--- src/hdl/upa_pkg.sv ---
// Shared types, constants and saturation helpers for the uncertainty propagation ALU.
package upa_pkg;

    localparam int DATA_W      = 32;
    localparam int FRAC_W      = 16;
    localparam int UNC_W       = DATA_W - 1;
    localparam int Q_DEPTH_DEF = 2;

    localparam int D1_NW = 2 * DATA_W - 1;
    localparam int D2_NW = UNC_W + FRAC_W;
    localparam int SQ_RW = 2 * DATA_W;

    localparam logic [DATA_W-1:0] VAL_MAX = {1'b0, {(DATA_W-1){1'b1}}};
    localparam logic [DATA_W-1:0] VAL_MIN = {1'b1, {(DATA_W-1){1'b0}}};
    localparam logic [UNC_W-1:0]  UNC_MAX = {UNC_W{1'b1}};

    typedef enum logic [2:0] {
        OP_ADD  = 3'd0,
        OP_SUB  = 3'd1,
        OP_MUL  = 3'd2,
        OP_DIV  = 3'd3,
        OP_CNT  = 3'd4,
        OP_SQRT = 3'd5,
        OP_NEG  = 3'd6,
        OP_PASS = 3'd7
    } op_t;

    typedef enum logic [1:0] {
        ST_OK   = 2'd0,
        ST_DIV0 = 2'd1,
        ST_SQRT = 2'd2,
        ST_SAT  = 2'd3
    } st_t;

    typedef struct packed {
        logic [2:0]               opcode;
        logic signed [DATA_W-1:0] a_value;
        logic [UNC_W-1:0]         a_unc;
        logic signed [DATA_W-1:0] b_value;
        logic [UNC_W-1:0]         b_unc;
    } in_t;

    typedef struct packed {
        logic signed [DATA_W-1:0] r_value;
        logic [UNC_W-1:0]         r_unc;
        st_t                      status;
    } out_t;

    typedef struct packed {
        op_t                      op;
        st_t                      st;
        logic                     sat;
        logic                     neg;
        logic signed [DATA_W-1:0] a;
        logic signed [DATA_W-1:0] rv;
        logic [DATA_W-1:0]        ma;
        logic [DATA_W-1:0]        mb;
        logic [UNC_W-1:0]         au;
        logic [UNC_W-1:0]         bu;
        logic [UNC_W-1:0]         ru;
        logic [UNC_W-1:0]         lx;
        logic [UNC_W-1:0]         ly;
        logic                     lsat;
    } job_t;

    localparam int JOB_W = $bits(job_t);

    typedef struct packed {
        logic signed [DATA_W-1:0] v;
        logic                     sat;
    } sv_t;

    // Magnitude plus sign into a saturated signed value.
    function automatic sv_t sat_mag(input logic [D1_NW-1:0] q, input logic neg);
        sv_t r;
        r.sat = 1'b0;
        if (!neg) begin
            if (q > D1_NW'(VAL_MAX)) begin
                r.v   = VAL_MAX;
                r.sat = 1'b1;
            end else begin
                r.v = q[DATA_W-1:0];
            end
        end else begin
            if (q > D1_NW'(VAL_MIN)) begin
                r.v   = VAL_MIN;
                r.sat = 1'b1;
            end else begin
                r.v = DATA_W'(0) - q[DATA_W-1:0];
            end
        end
        return r;
    endfunction

    // Signed value one bit wider than DATA_W, saturated into range.
    function automatic sv_t sat_wide(input logic [DATA_W:0] x);
        sv_t r;
        r.sat = x[DATA_W] ^ x[DATA_W-1];
        r.v   = r.sat ? (x[DATA_W] ? VAL_MIN : VAL_MAX) : x[DATA_W-1:0];
        return r;
    endfunction

endpackage

--- src/hdl/upa_queue.sv ---
// Short queue between the front end and the execution back end.
module upa_queue #(
    parameter int DEPTH = upa_pkg::Q_DEPTH_DEF
) (
    input  logic          clk,
    input  logic          rst_n,
    input  logic          push,
    input  upa_pkg::job_t push_item,
    input  logic          pop,
    output logic          valid,
    output upa_pkg::job_t item,
    output logic          full
);
    import upa_pkg::*;

    localparam int PTR_W = $clog2(DEPTH);
    localparam int CNT_W = $clog2(DEPTH + 1);

    job_t             mem_reg [DEPTH];
    logic [PTR_W-1:0] wr_ptr_reg;
    logic [PTR_W-1:0] wr_ptr_next;
    logic [PTR_W-1:0] rd_ptr_reg;
    logic [PTR_W-1:0] rd_ptr_next;
    logic [CNT_W-1:0] count_reg;
    logic [CNT_W-1:0] count_next;
    logic             do_push;
    logic             do_pop;

    assign do_push = push && (count_reg != CNT_W'(DEPTH));
    assign do_pop  = pop && (count_reg != '0);

    assign wr_ptr_next = (wr_ptr_reg == PTR_W'(DEPTH - 1)) ? '0 : wr_ptr_reg + 1'b1;
    assign rd_ptr_next = (rd_ptr_reg == PTR_W'(DEPTH - 1)) ? '0 : rd_ptr_reg + 1'b1;

    always_comb
    begin
        count_next = count_reg;
        if (do_push && !do_pop)
            count_next = count_reg + 1'b1;
        else if (do_pop && !do_push)
            count_next = count_reg - 1'b1;
    end

    always_ff @(posedge clk or negedge rst_n)
    begin
        if (!rst_n)
        begin
            wr_ptr_reg <= '0;
            rd_ptr_reg <= '0;
            count_reg  <= '0;
        end
        else
        begin
            if (do_push)
                wr_ptr_reg <= wr_ptr_next;
            if (do_pop)
                rd_ptr_reg <= rd_ptr_next;
            count_reg <= count_next;
        end
    end

    always_ff @(posedge clk)
    begin
        if (do_push)
            mem_reg[wr_ptr_reg] <= push_item;
    end

    assign valid = (count_reg != '0);
    assign item  = mem_reg[rd_ptr_reg];
    assign full  = (count_reg == CNT_W'(DEPTH));

endmodule

--- config.mk ---
export PLATFORM = sky130hd
export DESIGN_NAME = upa_queue
export DESIGN_NICKNAME = d
export VERILOG_FILES = /design/src/hdl/upa_pkg.sv /design/src/hdl/upa_queue.sv
export SDC_FILE = /design/constraint.sdc
export NUM_CORES = 1
export LEC_CHECK = 0
export BUFFER_PORTS_ARGS = -buffer_cell sky130_fd_sc_hd__buf_4
export CORE_ASPECT_RATIO = 0.8
export CORE_MARGIN = 5
export CORE_UTILIZATION = 45
export DETAILED_ROUTE_END_ITERATION = 8
export PLACE_DENSITY = 0.7
export SYNTH_ARGS = -nofsm -noshare
export SYNTH_HDL_FRONTEND = slang
export SYNTH_SLANG_ARGS = --single-unit
--- constraint.sdc ---
create_clock -name clk -period 19.1 [get_ports clk]
set_clock_uncertainty 0.1 [all_clocks]
set_input_delay 2.865 -clock clk [delete_from_list [all_inputs] [get_ports clk]]
set_output_delay 2.865 -clock clk [all_outputs]
set_load 0.05 [all_outputs]
==> flow_summary.html, run 1 <==
<table>
<tr><th>Metric</th><th>Value</th></tr>
<tr><th colspan="2">Clock network</th></tr>
<tr><td>Hold buffer count at CTS</td><td>0</td></tr>
<tr><td>CTS tree</td><td>done</td></tr>
<tr><td>Maximum buffer depth of the clock tree</td><td>3</td></tr>
<tr><td>Clock-pin slew of the registers on the worst-case setup and hold paths</td><td>60 ps</td></tr>
<tr><td>Buffer count from post-CTS setup fixing</td><td>0</td></tr>
<tr><td>Clock latency of the later-clocked register in the worst-skew pair</td><td>570 ps</td></tr>
<tr><td>Num CTS Buffers</td><td>56</td></tr>
<tr><td>Clk root buf</td><td>sky130_fd_sc_hd__clkbuf_16</td></tr>
<tr><td>Number of clock sinks seen by CTS</td><td>about 590</td></tr>
<tr><td>H-tree levels</td><td>2</td></tr>
<tr><td>Resized cells post-CTS</td><td>0</td></tr>
<tr><th colspan="2">STA</th></tr>
<tr><td>Tightest slew margin relative to the limit</td><td>21.5%</td></tr>
<tr><td>Endpoints failing hold</td><td>0</td></tr>
<tr><td>Final critical delay including setup and external delays</td><td>just over 7000 ps</td></tr>
<tr><td>Least-Margin Pin Slew</td><td>between 1000 and 1500 ps</td></tr>
<tr><td>Max Freq</td><td>~140 MHz</td></tr>
<tr><td>Sum Neg Setup Slack</td><td>0 ps</td></tr>
<tr><td>Post-route clock period utilization</td><td>a little under two fifths</td></tr>
<tr><td>Min setup slack post-route</td><td>approximately 12000 ps</td></tr>
<tr><td>Number of pins exceeding their max-slew limit in the final report</td><td>0</td></tr>
<tr><td>Setup repair after global routing missed its margin</td><td>no</td></tr>
<tr><td>Final number of setup-violating endpoints</td><td>0</td></tr>
<tr><th colspan="2">Place</th></tr>
<tr><td>Routability congestion estimate</td><td>0.938</td></tr>
<tr><td>Worst setup slack before clock tree synthesis</td><td>12570 ps</td></tr>
<tr><td>Port Buffers</td><td>587</td></tr>
<tr><td>Hpwl dp</td><td>about 37000 microns</td></tr>
<tr><td>Placed Cells incl. Taps</td><td>around 2.1k</td></tr>
<tr><th colspan="2">Die</th></tr>
<tr><td>Die outline area</td><td>between 0.05 and 0.06 sq mm</td></tr>
<tr><td>Std cell rows</td><td>71</td></tr>
<tr><td>Starting density of the core</td><td>45.4%</td></tr>
<tr><td>Die width</td><td>~250 microns</td></tr>
<tr><td>Placeable core area</td><td>around 0.047 sq mm</td></tr>
<tr><td>Number of I/O pins</td><td>between 500 and 600</td></tr>
<tr><td>Die Span Y</td><td>205 microns</td></tr>
<tr><th colspan="2">Job</th></tr>
<tr><td>Max cap viols</td><td>0</td></tr>
<tr><th colspan="2">Logic synthesis</th></tr>
<tr><td>Main synth FF type</td><td>sky130_fd_sc_hd__edfxtp_1</td></tr>
<tr><td>Netlist cell types</td><td>14</td></tr>
<tr><td>Nets in the synthesized netlist</td><td>approximately 1.2k</td></tr>
<tr><td>Number of synthesized flops with an enable pin</td><td>~580</td></tr>
<tr><td>Number of instances in the synthesized netlist</td><td>just over 900</td></tr>
<tr><td>Total of flip-flops plus latches after synthesis</td><td>between 500 and 600</td></tr>
<tr><td>Post-synthesis instance area</td><td>around 0.021 sq mm</td></tr>
<tr><td>Mapped Avg Cell Area</td><td>23.1 sq um</td></tr>
<tr><td>YS warnings</td><td>0</td></tr>
<tr><td>Share of synthesized flip-flops with an asynchronous set or reset</td><td>less than 1%</td></tr>
<tr><td>Fraction of the yosys area taken by sequential cells</td><td>roughly 82%</td></tr>
<tr><th colspan="2">Worst setup path</th></tr>
<tr><td>Largest fanout of any net on the critical path</td><td>83</td></tr>
<tr><td>Endpoint required time on the critical path</td><td>approximately 16000 ps</td></tr>
<tr><td>Arrival @ worst endpoint</td><td>approximately 4200 ps</td></tr>
<tr><td>Type of element capturing the critical path</td><td>output pin</td></tr>
<tr><td>Crit Path Category</td><td>flop to output pin</td></tr>
<tr><td>Kind of launch point of the worst setup path</td><td>flop</td></tr>
<tr><th colspan="2">Pwr</th></tr>
<tr><td>Static Leak</td><td>10.4 nW</td></tr>
<tr><td>Power density cells</td><td>roughly 180 mW/mm^2</td></tr>
<tr><td>Worst VDD drop</td><td>between 0.0001 and 0.00015 V</td></tr>
<tr><th colspan="2">Global routing</th></tr>
<tr><td>Via count of the first global-routing pass</td><td>12.0k</td></tr>
<tr><td>First-pass GRT wire length</td><td>between 70000 and 80000 microns</td></tr>
<tr><td>Tot GR Track Use</td><td>around 19%</td></tr>
<tr><td>Maximum number of pins on one net before global-route repair</td><td>84</td></tr>
<tr><td>Grt total ovfl</td><td>0</td></tr>
<tr><td>Initial antenna violation count</td><td>5</td></tr>
<tr><th colspan="2">Drt</th></tr>
<tr><td>DR pass1 iterations</td><td>4</td></tr>
<tr><td>Met2 wire length</td><td>roughly 26000 microns</td></tr>
<tr><td>Detailed router's first-iteration violation count</td><td>648</td></tr>
<tr><td>Wire length the detailed router placed on met1</td><td>between 15000 and 20000 microns</td></tr>
<tr><td>Uppermost layer routed</td><td>met5</td></tr>
<tr><td>Via-per-instance ratio</td><td>about 5</td></tr>
<tr><td>DRC</td><td>0</td></tr>
<tr><td>Met3 Wirelength</td><td>roughly 5700 microns</td></tr>
<tr><td>Drt wl/cell</td><td>approximately 24 microns</td></tr>
<tr><td>Routed wire length</td><td>approximately 52000 microns</td></tr>
<tr><td>Detail Route Antenna Nets</td><td>0</td></tr>
<tr><td>Total via count in the routed design</td><td>around 11k</td></tr>
<tr><th colspan="2">Status</th></tr>
<tr><td>Status</td><td>complete, no violations</td></tr>
<tr><th colspan="2">Cells and area</th></tr>
<tr><td>Final-stage net count</td><td>around 1.8k</td></tr>
<tr><td>Share of final-layout standard cells stronger than drive strength 1</td><td>61.7%</td></tr>
<tr><td>Antenna cell count</td><td>0</td></tr>
<tr><td>Layout Cells excl Fill</td><td>about 2.2k</td></tr>
<tr><td>Max FFs per register</td><td>between 500 and 600</td></tr>
<tr><td>Area growth from synthesis to layout</td><td>31.5%</td></tr>
<tr><th colspan="2">Hold path</th></tr>
<tr><td>Classification of the worst-slack hold path</td><td>flop to flop</td></tr>
</table>
## worst paths after layout
kind                               from             end  slack, ps  cells after the start
setup reg to reg           count_reg[0]  mem_reg[0][56]      15850                      5
setup / recovery             rd_ptr_reg       item[280]      11920                      4
max in group asynchronous         rst_n      rd_ptr_reg      16800                      1
min in group asynchronous         rst_n      rd_ptr_reg       1980                      1
hold reg to reg            count_reg[1]    count_reg[1]        390                      1
hold / removal             count_reg[1]    count_reg[1]        390                      1
## final cells by class
cell class	instances	area [sq um]
clock buffers	66	1500
clock inverters	33	290
fillers	3438	18900
inverters	2	7.51
multi-input cells	304	3380
flip-flops and latches	586	17600
well taps	620	776
repair buffers	598	4490
## metal layers
layer / track usage, % / vias to the layer above
li1: - / 4948
met1: 23.9 / 5530
met2: 31.8 / 529
met3: 7.62 / 87
met4: 5.76 / 10
met5: 0 / -
## cells in the final DEF, fill, tap and decap left out, types with 2 or more instances in the layout
master,Yosys,routed
sky130_fd_sc_hd__clkinvlp_4,0,6
sky130_fd_sc_hd__bufinv_16,0,4
sky130_fd_sc_hd__inv_1,2,2
sky130_fd_sc_hd__clkbuf_1,0,5
sky130_fd_sc_hd__buf_4,0,598
sky130_fd_sc_hd__xor2_1,2,2
sky130_fd_sc_hd__dfrtp_1,4,3
sky130_fd_sc_hd__clkbuf_16,0,57
sky130_fd_sc_hd__inv_6,0,3
sky130_fd_sc_hd__clkinv_4,0,2
sky130_fd_sc_hd__clkbuf_8,0,4
sky130_fd_sc_hd__mux2_2,291,291
sky130_fd_sc_hd__xnor2_1,3,3
sky130_fd_sc_hd__edfxtp_1,582,582
sky130_fd_sc_hd__clkinv_2,0,11
sky130_fd_sc_hd__clkinv_1,0,7
sky130_fd_sc_hd__nand2_1,2,2
## per-stage QoR
stage                     power, mW  utilization, %  area, sq um  hold WS, ps
after floorplan                3.61               -        21300          356
after global placement         4.11            55.9        26200          377
after detailed placement       4.13            55.9        26200          383
after CTS                      5.21            59.7        28000          393
after global routing           5.35            59.7        28000          414
final                          5.16            59.7        28000          393
## power by group
part	internal [mW]	switching, mW
Clock	0.614	0.457
Combinational	0.695	1.52
Sequential	1.76	0.112
Total	3.07	2.09
## critical path, cell delays in order, from the launching register on
cell,delay (ps)
sky130_fd_sc_hd__dfrtp_4,1170
sky130_fd_sc_hd__buf_4,780
sky130_fd_sc_hd__buf_4,830
sky130_fd_sc_hd__mux2_2,430
sky130_fd_sc_hd__buf_4,190
## cells by family (layout without fill, tap and decap cells)
group	Yosys count	after routing	synth area share, %
and+or+nand+nor	7	7	0.159
xor gates and xnor gates	5	5	0.206
DFF	586	586	82.5
buffers and inverters	34	699	1.70
adders and majority gates	1	1	0.0587
muxes	291	291	15.4
## synth_stat cells, types with 2 or more instances
master                     count  area share (%)
sky130_fd_sc_hd__mux2_2      291              15
sky130_fd_sc_hd__nand2_1       2           0.035
sky130_fd_sc_hd__xor2_1        2           0.082
sky130_fd_sc_hd__dfrtp_1       4            0.47
sky130_fd_sc_hd__xnor2_1       3            0.12
sky130_fd_sc_hd__buf_6        31             1.6
sky130_fd_sc_hd__inv_1         2           0.035
sky130_fd_sc_hd__nor2_1        2           0.035
sky130_fd_sc_hd__edfxtp_1    582              82
Note: power is estimated with default switching activity, not from simulation.
==> run 2, diff against run 1 <==
PLACE_DENSITY = 0.73   (was 0.7)
clock period = 6.45 ns   (was 19.1 ns; I/O delays follow)
==> flow_summary.html, run 2 (synthesis gave the netlist of run 1 again) <==
<table>
<tr><th>Metric</th><th>Value</th></tr>
<tr><th colspan="2">Cells and area</th></tr>
<tr><td>Post-route standard cell area excluding fillers</td><td>0.0280 sq mm (about the same)</td></tr>
<tr><td>Core Util, Final</td><td>59.7% (about the same)</td></tr>
<tr><td>Share of final-layout standard cells stronger than drive strength 1</td><td>60.7% (was 61.7%)</td></tr>
<tr><td>Area growth from synthesis to layout</td><td>31.3% (was 31.5%)</td></tr>
<tr><td>Final-stage net count</td><td>1841 (was 1844)</td></tr>
<tr><td>Max FFs per register</td><td>582 (unchanged)</td></tr>
<tr><td>Commonest non-fill, non-tap cell in the layout</td><td>sky130_fd_sc_hd__buf_4 (unchanged)</td></tr>
<tr><td>Fill cells</td><td>3409 (was 3438)</td></tr>
<tr><td>Layout Cells excl Fill</td><td>2208 (was 2209)</td></tr>
<tr><td>Antenna cell count</td><td>0 (unchanged)</td></tr>
<tr><td>Commonest cells after routing, fill and taps aside</td><td>592 x sky130_fd_sc_hd__buf_4, 582 x sky130_fd_sc_hd__edfxtp_1, 291 x sky130_fd_sc_hd__mux2_2, 57 x sky130_fd_sc_hd__clkbuf_16, 14 x sky130_fd_sc_hd__clkinv_1 (was 598 x sky130_fd_sc_hd__buf_4, 582 x sky130_fd_sc_hd__edfxtp_1, 291 x sky130_fd_sc_hd__mux2_2, 57 x sky130_fd_sc_hd__clkbuf_16, 11 x sky130_fd_sc_hd__clkinv_2)</td></tr>
<tr><th colspan="2">Worst setup path</th></tr>
<tr><td>Largest fanout of any net on the critical path</td><td>87 (was 83)</td></tr>
<tr><td>Kind of launch point of the worst setup path</td><td>flop (unchanged)</td></tr>
<tr><td>Crit Path Category</td><td>flop to output pin (unchanged)</td></tr>
<tr><td>Worst Setup SP</td><td>rd_ptr_reg (unchanged)</td></tr>
<tr><td>Termination of the worst setup path</td><td>item[175] (was item[280])</td></tr>
<tr><td>Launch instance of the worst register-to-register path</td><td>count_reg[0] (unchanged)</td></tr>
<tr><td>Type of element capturing the critical path</td><td>output pin (unchanged)</td></tr>
<tr><td>Minimum setup slack among reg-to-reg paths</td><td>3680 ps (was 15850 ps)</td></tr>
<tr><td>Endpoint required time on the critical path</td><td>5380 ps (was 16140 ps)</td></tr>
<tr><td>Arrival @ worst endpoint</td><td>2990 ps (was 4220 ps)</td></tr>
<tr><td>Reg2reg path depth</td><td>5 (unchanged)</td></tr>
<tr><td>Critical register-to-register path endpoint</td><td>mem_reg[0][36] (was mem_reg[0][56])</td></tr>
<tr><th colspan="2">Clock network</th></tr>
<tr><td>Clk root buf</td><td>sky130_fd_sc_hd__clkbuf_16 (unchanged)</td></tr>
<tr><td>Clock-pin slew of the registers on the worst-case setup and hold paths</td><td>60 ps (about the same)</td></tr>
<tr><td>H-tree levels</td><td>2 (unchanged)</td></tr>
<tr><td>Maximum buffer depth of the clock tree</td><td>3 (unchanged)</td></tr>
<tr><td>Buffer count from post-CTS setup fixing</td><td>0 (unchanged)</td></tr>
<tr><td>Clock latency of the later-clocked register in the worst-skew pair</td><td>570 ps (about the same)</td></tr>
<tr><td>CTS tree</td><td>done (unchanged)</td></tr>
<tr><td>Resized cells post-CTS</td><td>0 (unchanged)</td></tr>
<tr><td>Number of clock sinks seen by CTS</td><td>586 (unchanged)</td></tr>
<tr><td>Num CTS Buffers</td><td>55 (was 56)</td></tr>
<tr><td>Hold buffer count at CTS</td><td>0 (unchanged)</td></tr>
<tr><th colspan="2">Pwr</th></tr>
<tr><td>Post-layout total power</td><td>15.2 mW (was 5.16 mW)</td></tr>
<tr><td>Static Leak</td><td>10.4 nW (about the same)</td></tr>
<tr><td>Power density cells</td><td>542 mW/mm^2 (was 184 mW/mm^2)</td></tr>
<tr><td>Worst VDD drop</td><td>0.000386 V (was 0.000132 V)</td></tr>
<tr><th colspan="2">Place</th></tr>
<tr><td>Hpwl dp</td><td>33800 microns (was 36700 microns)</td></tr>
<tr><td>Cell Area, Placed</td><td>0.0263 sq mm (was 0.0262 sq mm)</td></tr>
<tr><td>Worst setup slack before clock tree synthesis</td><td>2990 ps (was 12570 ps)</td></tr>
<tr><td>Placed Cells incl. Taps</td><td>2108 (was 2110)</td></tr>
<tr><td>Port Buffers</td><td>587 (unchanged)</td></tr>
<tr><td>Routability congestion estimate</td><td>0.860 (was 0.938)</td></tr>
<tr><th colspan="2">Job</th></tr>
<tr><td>Max cap viols</td><td>0 (unchanged)</td></tr>
<tr><th colspan="2">Die</th></tr>
<tr><td>Die outline area</td><td>0.0518 sq mm (unchanged)</td></tr>
<tr><td>Number of I/O pins</td><td>588 (unchanged)</td></tr>
<tr><td>Die Span Y</td><td>205 microns (unchanged)</td></tr>
<tr><td>Placeable core area</td><td>0.0469 sq mm (unchanged)</td></tr>
<tr><td>Die width</td><td>253 microns (unchanged)</td></tr>
<tr><td>Std cell rows</td><td>71 (unchanged)</td></tr>
<tr><td>Starting density of the core</td><td>45.4% (unchanged)</td></tr>
<tr><th colspan="2">Drt</th></tr>
<tr><td>Via-per-instance ratio</td><td>4.95 (was 5.03)</td></tr>
<tr><td>Detailed router's first-iteration violation count</td><td>716 (was 648)</td></tr>
<tr><td>Detail Route Antenna Nets</td><td>0 (unchanged)</td></tr>
<tr><td>DRC</td><td>0 (unchanged)</td></tr>
<tr><td>Routed wire length</td><td>49000 microns (was 52400 microns)</td></tr>
<tr><td>Drt wl/cell</td><td>22.2 microns (was 23.7 microns)</td></tr>
<tr><td>DR pass1 iterations</td><td>4 (unchanged)</td></tr>
<tr><td>Total via count in the routed design</td><td>10.9k (was 11.1k)</td></tr>
<tr><th colspan="2">STA</th></tr>
<tr><td>Final number of setup-violating endpoints</td><td>0 (unchanged)</td></tr>
<tr><td>Endpoints failing hold</td><td>0 (unchanged)</td></tr>
<tr><td>Tightest slew margin relative to the limit</td><td>12.3% (was 21.5%)</td></tr>
<tr><td>Final critical delay including setup and external delays</td><td>between 4000 and 5000 ps</td></tr>
<tr><td>Least-Margin Pin Slew</td><td>1320 ps (was 1180 ps)</td></tr>
<tr><td>Worst Hold Margin</td><td>76.0 ps (was 393 ps)</td></tr>
<tr><td>Number of pins exceeding their max-slew limit in the final report</td><td>0 (unchanged)</td></tr>
<tr><td>Post-route clock period utilization</td><td>around 63%</td></tr>
<tr><td>Setup repair after global routing missed its margin</td><td>no (unchanged)</td></tr>
<tr><td>Sum Neg Setup Slack</td><td>0 ps (unchanged)</td></tr>
<tr><td>Min setup slack post-route</td><td>2390 ps (was 11920 ps)</td></tr>
<tr><td>Max Freq</td><td>roughly 250 MHz</td></tr>
<tr><th colspan="2">Global routing</th></tr>
<tr><td>Met2 global-route usage</td><td>30.2% (was 31.8%)</td></tr>
<tr><td>GR peak layer</td><td>met2 (unchanged)</td></tr>
<tr><td>Grt total ovfl</td><td>0 (unchanged)</td></tr>
<tr><td>Maximum number of pins on one net before global-route repair</td><td>180 (was 84)</td></tr>
<tr><td>Global-route met1 utilization</td><td>20.8% (was 23.9%)</td></tr>
<tr><td>Met3 usage</td><td>7.84% (was 7.62%)</td></tr>
<tr><td>Initial antenna violation count</td><td>1 (was 5)</td></tr>
<tr><td>Via count of the first global-routing pass</td><td>11.6k (was 12.0k)</td></tr>
<tr><td>Tot GR Track Use</td><td>18.0% (was 19.4%)</td></tr>
<tr><td>First-pass GRT wire length</td><td>70700 microns (was 75200 microns)</td></tr>
<tr><th colspan="2">Hold path</th></tr>
<tr><td>Classification of the worst-slack hold path</td><td>primary input to asynchronous set/reset pin (was flop to flop)</td></tr>
<tr><th colspan="2">Status</th></tr>
<tr><td>Status</td><td>complete, no violations (unchanged)</td></tr>
</table>
## run 2: layer usage
metal / wire (microns) / part of all wire, % / vias to the layer above
li1: - / - / 4950
met1: 17700 / 36 / 5434
met2: 24200 / 49 / 444
met3: 5490 / 11 / 90
met4: 1590 / 3.2 / 2
met5: 16 / 0.033 / -
## run 2: final cells by class
class	count	area, sq um	area share [%]
inverter	2	7.51	0.0268
clock buffer	70	1480	5.27
multi-input combinational	304	3380	12.1
timing repair buffer	596	4520	16.2
tap	620	776	2.77
clock inverter	30	241	0.863
sequential	586	17600	62.8
## run 2: worst min-delay path by stage
| stage | slack [ps] | to | from |
|---|---|---|---|
| final | 80 | rd_ptr_reg | rst_n |
| after detailed placement | 380 | count_reg[1] | count_reg[1] |
| after global placement | 380 | count_reg[1] | count_reg[1] |
| after CTS | 30 | rd_ptr_reg | rst_n |
| after global routing | 40 | rd_ptr_reg | rst_n |
| after floorplan | 360 | count_reg[1] | count_reg[1] |
## run 2: where the power goes
group          internal, mW  switching (mW)
Clock                  1.77            1.32
Sequential             5.22           0.275
Combinational          2.07            4.52
## run 2: critical path, cell delays in order (launching register included)
cell and delay [ps]:
sky130_fd_sc_hd__dfrtp_4 1120, sky130_fd_sc_hd__buf_12 470, sky130_fd_sc_hd__mux2_2 420, sky130_fd_sc_hd__buf_4 190
==> run 3, diff against run 2 <==
PLACE_DENSITY = 0.7   (was 0.73)
clock period = 4.1 ns   (was 6.45 ns; I/O delays follow)
==> flow_summary.html, run 3 (synthesis gave the netlist of run 1 again) <==
<table>
<tr><th>Metric</th><th>Value</th></tr>
<tr><th colspan="2">Clock network</th></tr>
<tr><td>Clock-pin slew of the registers on the worst-case setup and hold paths</td><td>60 ps (about the same)</td></tr>
<tr><td>Clock latency of the later-clocked register in the worst-skew pair</td><td>570 ps (about the same)</td></tr>
<tr><td>CTS tree</td><td>done (unchanged)</td></tr>
<tr><td>Resized cells post-CTS</td><td>0 (unchanged)</td></tr>
<tr><td>Maximum buffer depth of the clock tree</td><td>3 (unchanged)</td></tr>
<tr><td>Num CTS Buffers</td><td>56 (was 55)</td></tr>
<tr><td>H-tree levels</td><td>2 (unchanged)</td></tr>
<tr><td>Number of clock sinks seen by CTS</td><td>586 (unchanged)</td></tr>
<tr><td>Clk root buf</td><td>sky130_fd_sc_hd__clkbuf_16 (unchanged)</td></tr>
<tr><th colspan="2">Drt</th></tr>
<tr><td>Routed wire length</td><td>50400 microns (was 49000 microns)</td></tr>
<tr><td>DR pass1 iterations</td><td>4 (unchanged)</td></tr>
<tr><td>Via-per-instance ratio</td><td>4.94 (was 4.95)</td></tr>
<tr><td>DRC</td><td>0 (unchanged)</td></tr>
<tr><td>Total via count in the routed design</td><td>11.0k (was 10.9k)</td></tr>
<tr><td>Drt wl/cell</td><td>22.7 microns (was 22.2 microns)</td></tr>
<tr><td>Detailed router's first-iteration violation count</td><td>666 (was 716)</td></tr>
<tr><td>Detail Route Antenna Nets</td><td>0 (unchanged)</td></tr>
<tr><th colspan="2">Status</th></tr>
<tr><td>Status</td><td>complete, no violations (unchanged)</td></tr>
<tr><th colspan="2">Worst setup path</th></tr>
<tr><td>Critical register-to-register path endpoint</td><td>mem_reg[1][204] (was mem_reg[0][36])</td></tr>
<tr><td>Largest fanout of any net on the critical path</td><td>43 (was 87)</td></tr>
<tr><td>Launch instance of the worst register-to-register path</td><td>count_reg[0] (unchanged)</td></tr>
<tr><td>Worst Setup SP</td><td>rd_ptr_reg (unchanged)</td></tr>
<tr><td>Reg2reg path depth</td><td>3 (was 5)</td></tr>
<tr><td>Kind of launch point of the worst setup path</td><td>flop (unchanged)</td></tr>
<tr><td>Type of element capturing the critical path</td><td>output pin (unchanged)</td></tr>
<tr><td>Crit Path Category</td><td>flop to output pin (unchanged)</td></tr>
<tr><td>Arrival @ worst endpoint</td><td>2530 ps (was 2990 ps)</td></tr>
<tr><td>Endpoint required time on the critical path</td><td>3380 ps (was 5380 ps)</td></tr>
<tr><td>Minimum setup slack among reg-to-reg paths</td><td>1810 ps (was 3680 ps)</td></tr>
<tr><td>Termination of the worst setup path</td><td>item[153] (was item[175])</td></tr>
<tr><th colspan="2">Global routing</th></tr>
<tr><td>First-pass GRT wire length</td><td>72600 microns (was 70700 microns)</td></tr>
<tr><td>Grt total ovfl</td><td>0 (unchanged)</td></tr>
<tr><td>GR peak layer</td><td>met2 (unchanged)</td></tr>
<tr><td>Via count of the first global-routing pass</td><td>11.6k (about the same)</td></tr>
<tr><td>Tot GR Track Use</td><td>18.7% (was 18.0%)</td></tr>
<tr><td>Initial antenna violation count</td><td>4 (was 1)</td></tr>
<tr><td>Maximum number of pins on one net before global-route repair</td><td>147 (was 180)</td></tr>
<tr><td>Global-route met1 utilization</td><td>22.0% (was 20.8%)</td></tr>
<tr><td>Met3 usage</td><td>7.67% (was 7.84%)</td></tr>
<tr><td>Met2 global-route usage</td><td>31.7% (was 30.2%)</td></tr>
<tr><th colspan="2">STA</th></tr>
<tr><td>Setup repair after global routing missed its margin</td><td>no (unchanged)</td></tr>
<tr><td>Min setup slack post-route</td><td>850 ps (was 2390 ps)</td></tr>
<tr><td>Post-route clock period utilization</td><td>a little under 80%</td></tr>
<tr><td>Max Freq</td><td>roughly 300 MHz</td></tr>
<tr><td>Final critical delay including setup and external delays</td><td>about 3200 ps</td></tr>
<tr><td>Endpoints failing hold</td><td>0 (unchanged)</td></tr>
<tr><td>Least-Margin Pin Slew</td><td>902 ps (was 1320 ps)</td></tr>
<tr><td>Number of pins exceeding their max-slew limit in the final report</td><td>0 (unchanged)</td></tr>
<tr><td>Tightest slew margin relative to the limit</td><td>39.8% (was 12.3%)</td></tr>
<tr><td>Worst Hold Margin</td><td>110 ps (was 76.0 ps)</td></tr>
<tr><td>Final number of setup-violating endpoints</td><td>0 (unchanged)</td></tr>
<tr><th colspan="2">Die</th></tr>
<tr><td>Placeable core area</td><td>0.0469 sq mm (unchanged)</td></tr>
<tr><td>Starting density of the core</td><td>45.4% (unchanged)</td></tr>
<tr><td>Die outline area</td><td>0.0518 sq mm (unchanged)</td></tr>
<tr><td>Die Span Y</td><td>205 microns (unchanged)</td></tr>
<tr><td>Std cell rows</td><td>71 (unchanged)</td></tr>
<tr><td>Die width</td><td>253 microns (unchanged)</td></tr>
<tr><td>Number of I/O pins</td><td>588 (unchanged)</td></tr>
<tr><th colspan="2">Pwr</th></tr>
<tr><td>Power density cells</td><td>852 mW/mm^2 (was 542 mW/mm^2)</td></tr>
<tr><td>Post-layout total power</td><td>23.9 mW (was 15.2 mW)</td></tr>
<tr><td>Static Leak</td><td>10.4 nW (about the same)</td></tr>
<tr><td>Worst VDD drop</td><td>0.000576 V (was 0.000386 V)</td></tr>
<tr><th colspan="2">Place</th></tr>
<tr><td>Worst setup slack before clock tree synthesis</td><td>1440 ps (was 2990 ps)</td></tr>
<tr><td>Hpwl dp</td><td>35500 microns (was 33800 microns)</td></tr>
<tr><td>Cell Area, Placed</td><td>0.0264 sq mm (was 0.0263 sq mm)</td></tr>
<tr><td>Routability congestion estimate</td><td>0.863 (was 0.860)</td></tr>
<tr><td>Port Buffers</td><td>587 (unchanged)</td></tr>
<tr><th colspan="2">Cells and area</th></tr>
<tr><td>Post-route standard cell area excluding fillers</td><td>0.0281 sq mm (was 0.0280 sq mm)</td></tr>
<tr><td>Max FFs per register</td><td>582 (unchanged)</td></tr>
<tr><td>Core Util, Final</td><td>59.8% (was 59.7%)</td></tr>
<tr><td>Share of final-layout standard cells stronger than drive strength 1</td><td>60.8% (was 60.7%)</td></tr>
<tr><td>Commonest non-fill, non-tap cell in the layout</td><td>sky130_fd_sc_hd__buf_4 (unchanged)</td></tr>
<tr><td>Area growth from synthesis to layout</td><td>31.8% (was 31.3%)</td></tr>
<tr><td>Final-stage net count</td><td>1850 (was 1841)</td></tr>
<tr><td>Fill cells</td><td>3436 (was 3409)</td></tr>
<tr><td>Commonest cells after routing, fill and taps aside</td><td>596 x sky130_fd_sc_hd__buf_4, 582 x sky130_fd_sc_hd__edfxtp_1, 291 x sky130_fd_sc_hd__mux2_2, 57 x sky130_fd_sc_hd__clkbuf_16 (was 592 x sky130_fd_sc_hd__buf_4, 582 x sky130_fd_sc_hd__edfxtp_1, 291 x sky130_fd_sc_hd__mux2_2, 57 x sky130_fd_sc_hd__clkbuf_16, 14 x sky130_fd_sc_hd__clkinv_1)</td></tr>
<tr><th colspan="2">Job</th></tr>
<tr><td>Max cap viols</td><td>0 (unchanged)</td></tr>
<tr><th colspan="2">Hold path</th></tr>
<tr><td>Classification of the worst-slack hold path</td><td>primary input to flop (was primary input to asynchronous set/reset pin)</td></tr>
</table>
run 3: layout make-up:
cell class                 count  area [sq um]  area share [%]
antenna                        3          7.51          0.0267
clock buffer                  72          1480            5.28
clock inverter                27           195           0.695
inverter                       2          7.51          0.0267
multi-input combinational    304          3400            12.1
sequential                   586         17600            62.6
tap                          620           776            2.76
timing repair buffer         604          4620            16.5
run 3: worst min path at each step:
stage / cells past startpoint / start / endpoint / slack [ps]
2_1_floorplan: 0 / rst_n / count_reg[0] / 220
3_3_place_gp: 1 / rst_n / wr_ptr_reg / 320
3_5_place_dp: 1 / rst_n / rd_ptr_reg / 320
4_1_cts: 1 / push_item[119] / mem_reg[0][119] / 70
5_1_grt: 1 / push_item[14] / mem_reg[0][14] / 70
6_report: 1 / push_item[93] / mem_reg[1][93] / 110
run 3: what timing repair did:
item	in CTS	in global routing
hold buffers	1	0
buffers inserted	0	0
endpoints found under the hold margin	4	0
run 3: power breakdown:
group	switching, mW	leakage [nW]	internal, mW
Clock	2.06	0.822	2.72
Sequential	0.375	5.45	8.19
Combinational	7.24	4.13	3.33
run 3: routing by layer:
layer,wire [microns],up-vias,share of wire [%]
li1,-,4956,-
met5,21,-,0.042
met1,18200,5466,36
met2,25500,450,51
met3,5580,77,11
met4,1190,4,2.4
run 3: stage by stage:
| step | instances | TNS, ps |
|---|---|---|
| final | 2218 | 0 |
| after global routing | 2217 | 0 |
| after CTS | 2215 | 0 |
| after detailed placement | 2115 | 0 |
| after global placement | 2115 | 0 |
| after floorplan | 924 | -573130 |
run 3: critical path, cell delays in order, from the launching register on:
cell and delay [ps]:
sky130_fd_sc_hd__dfrtp_4 870, sky130_fd_sc_hd__buf_4 470, sky130_fd_sc_hd__mux2_2 400, sky130_fd_sc_hd__buf_4 190
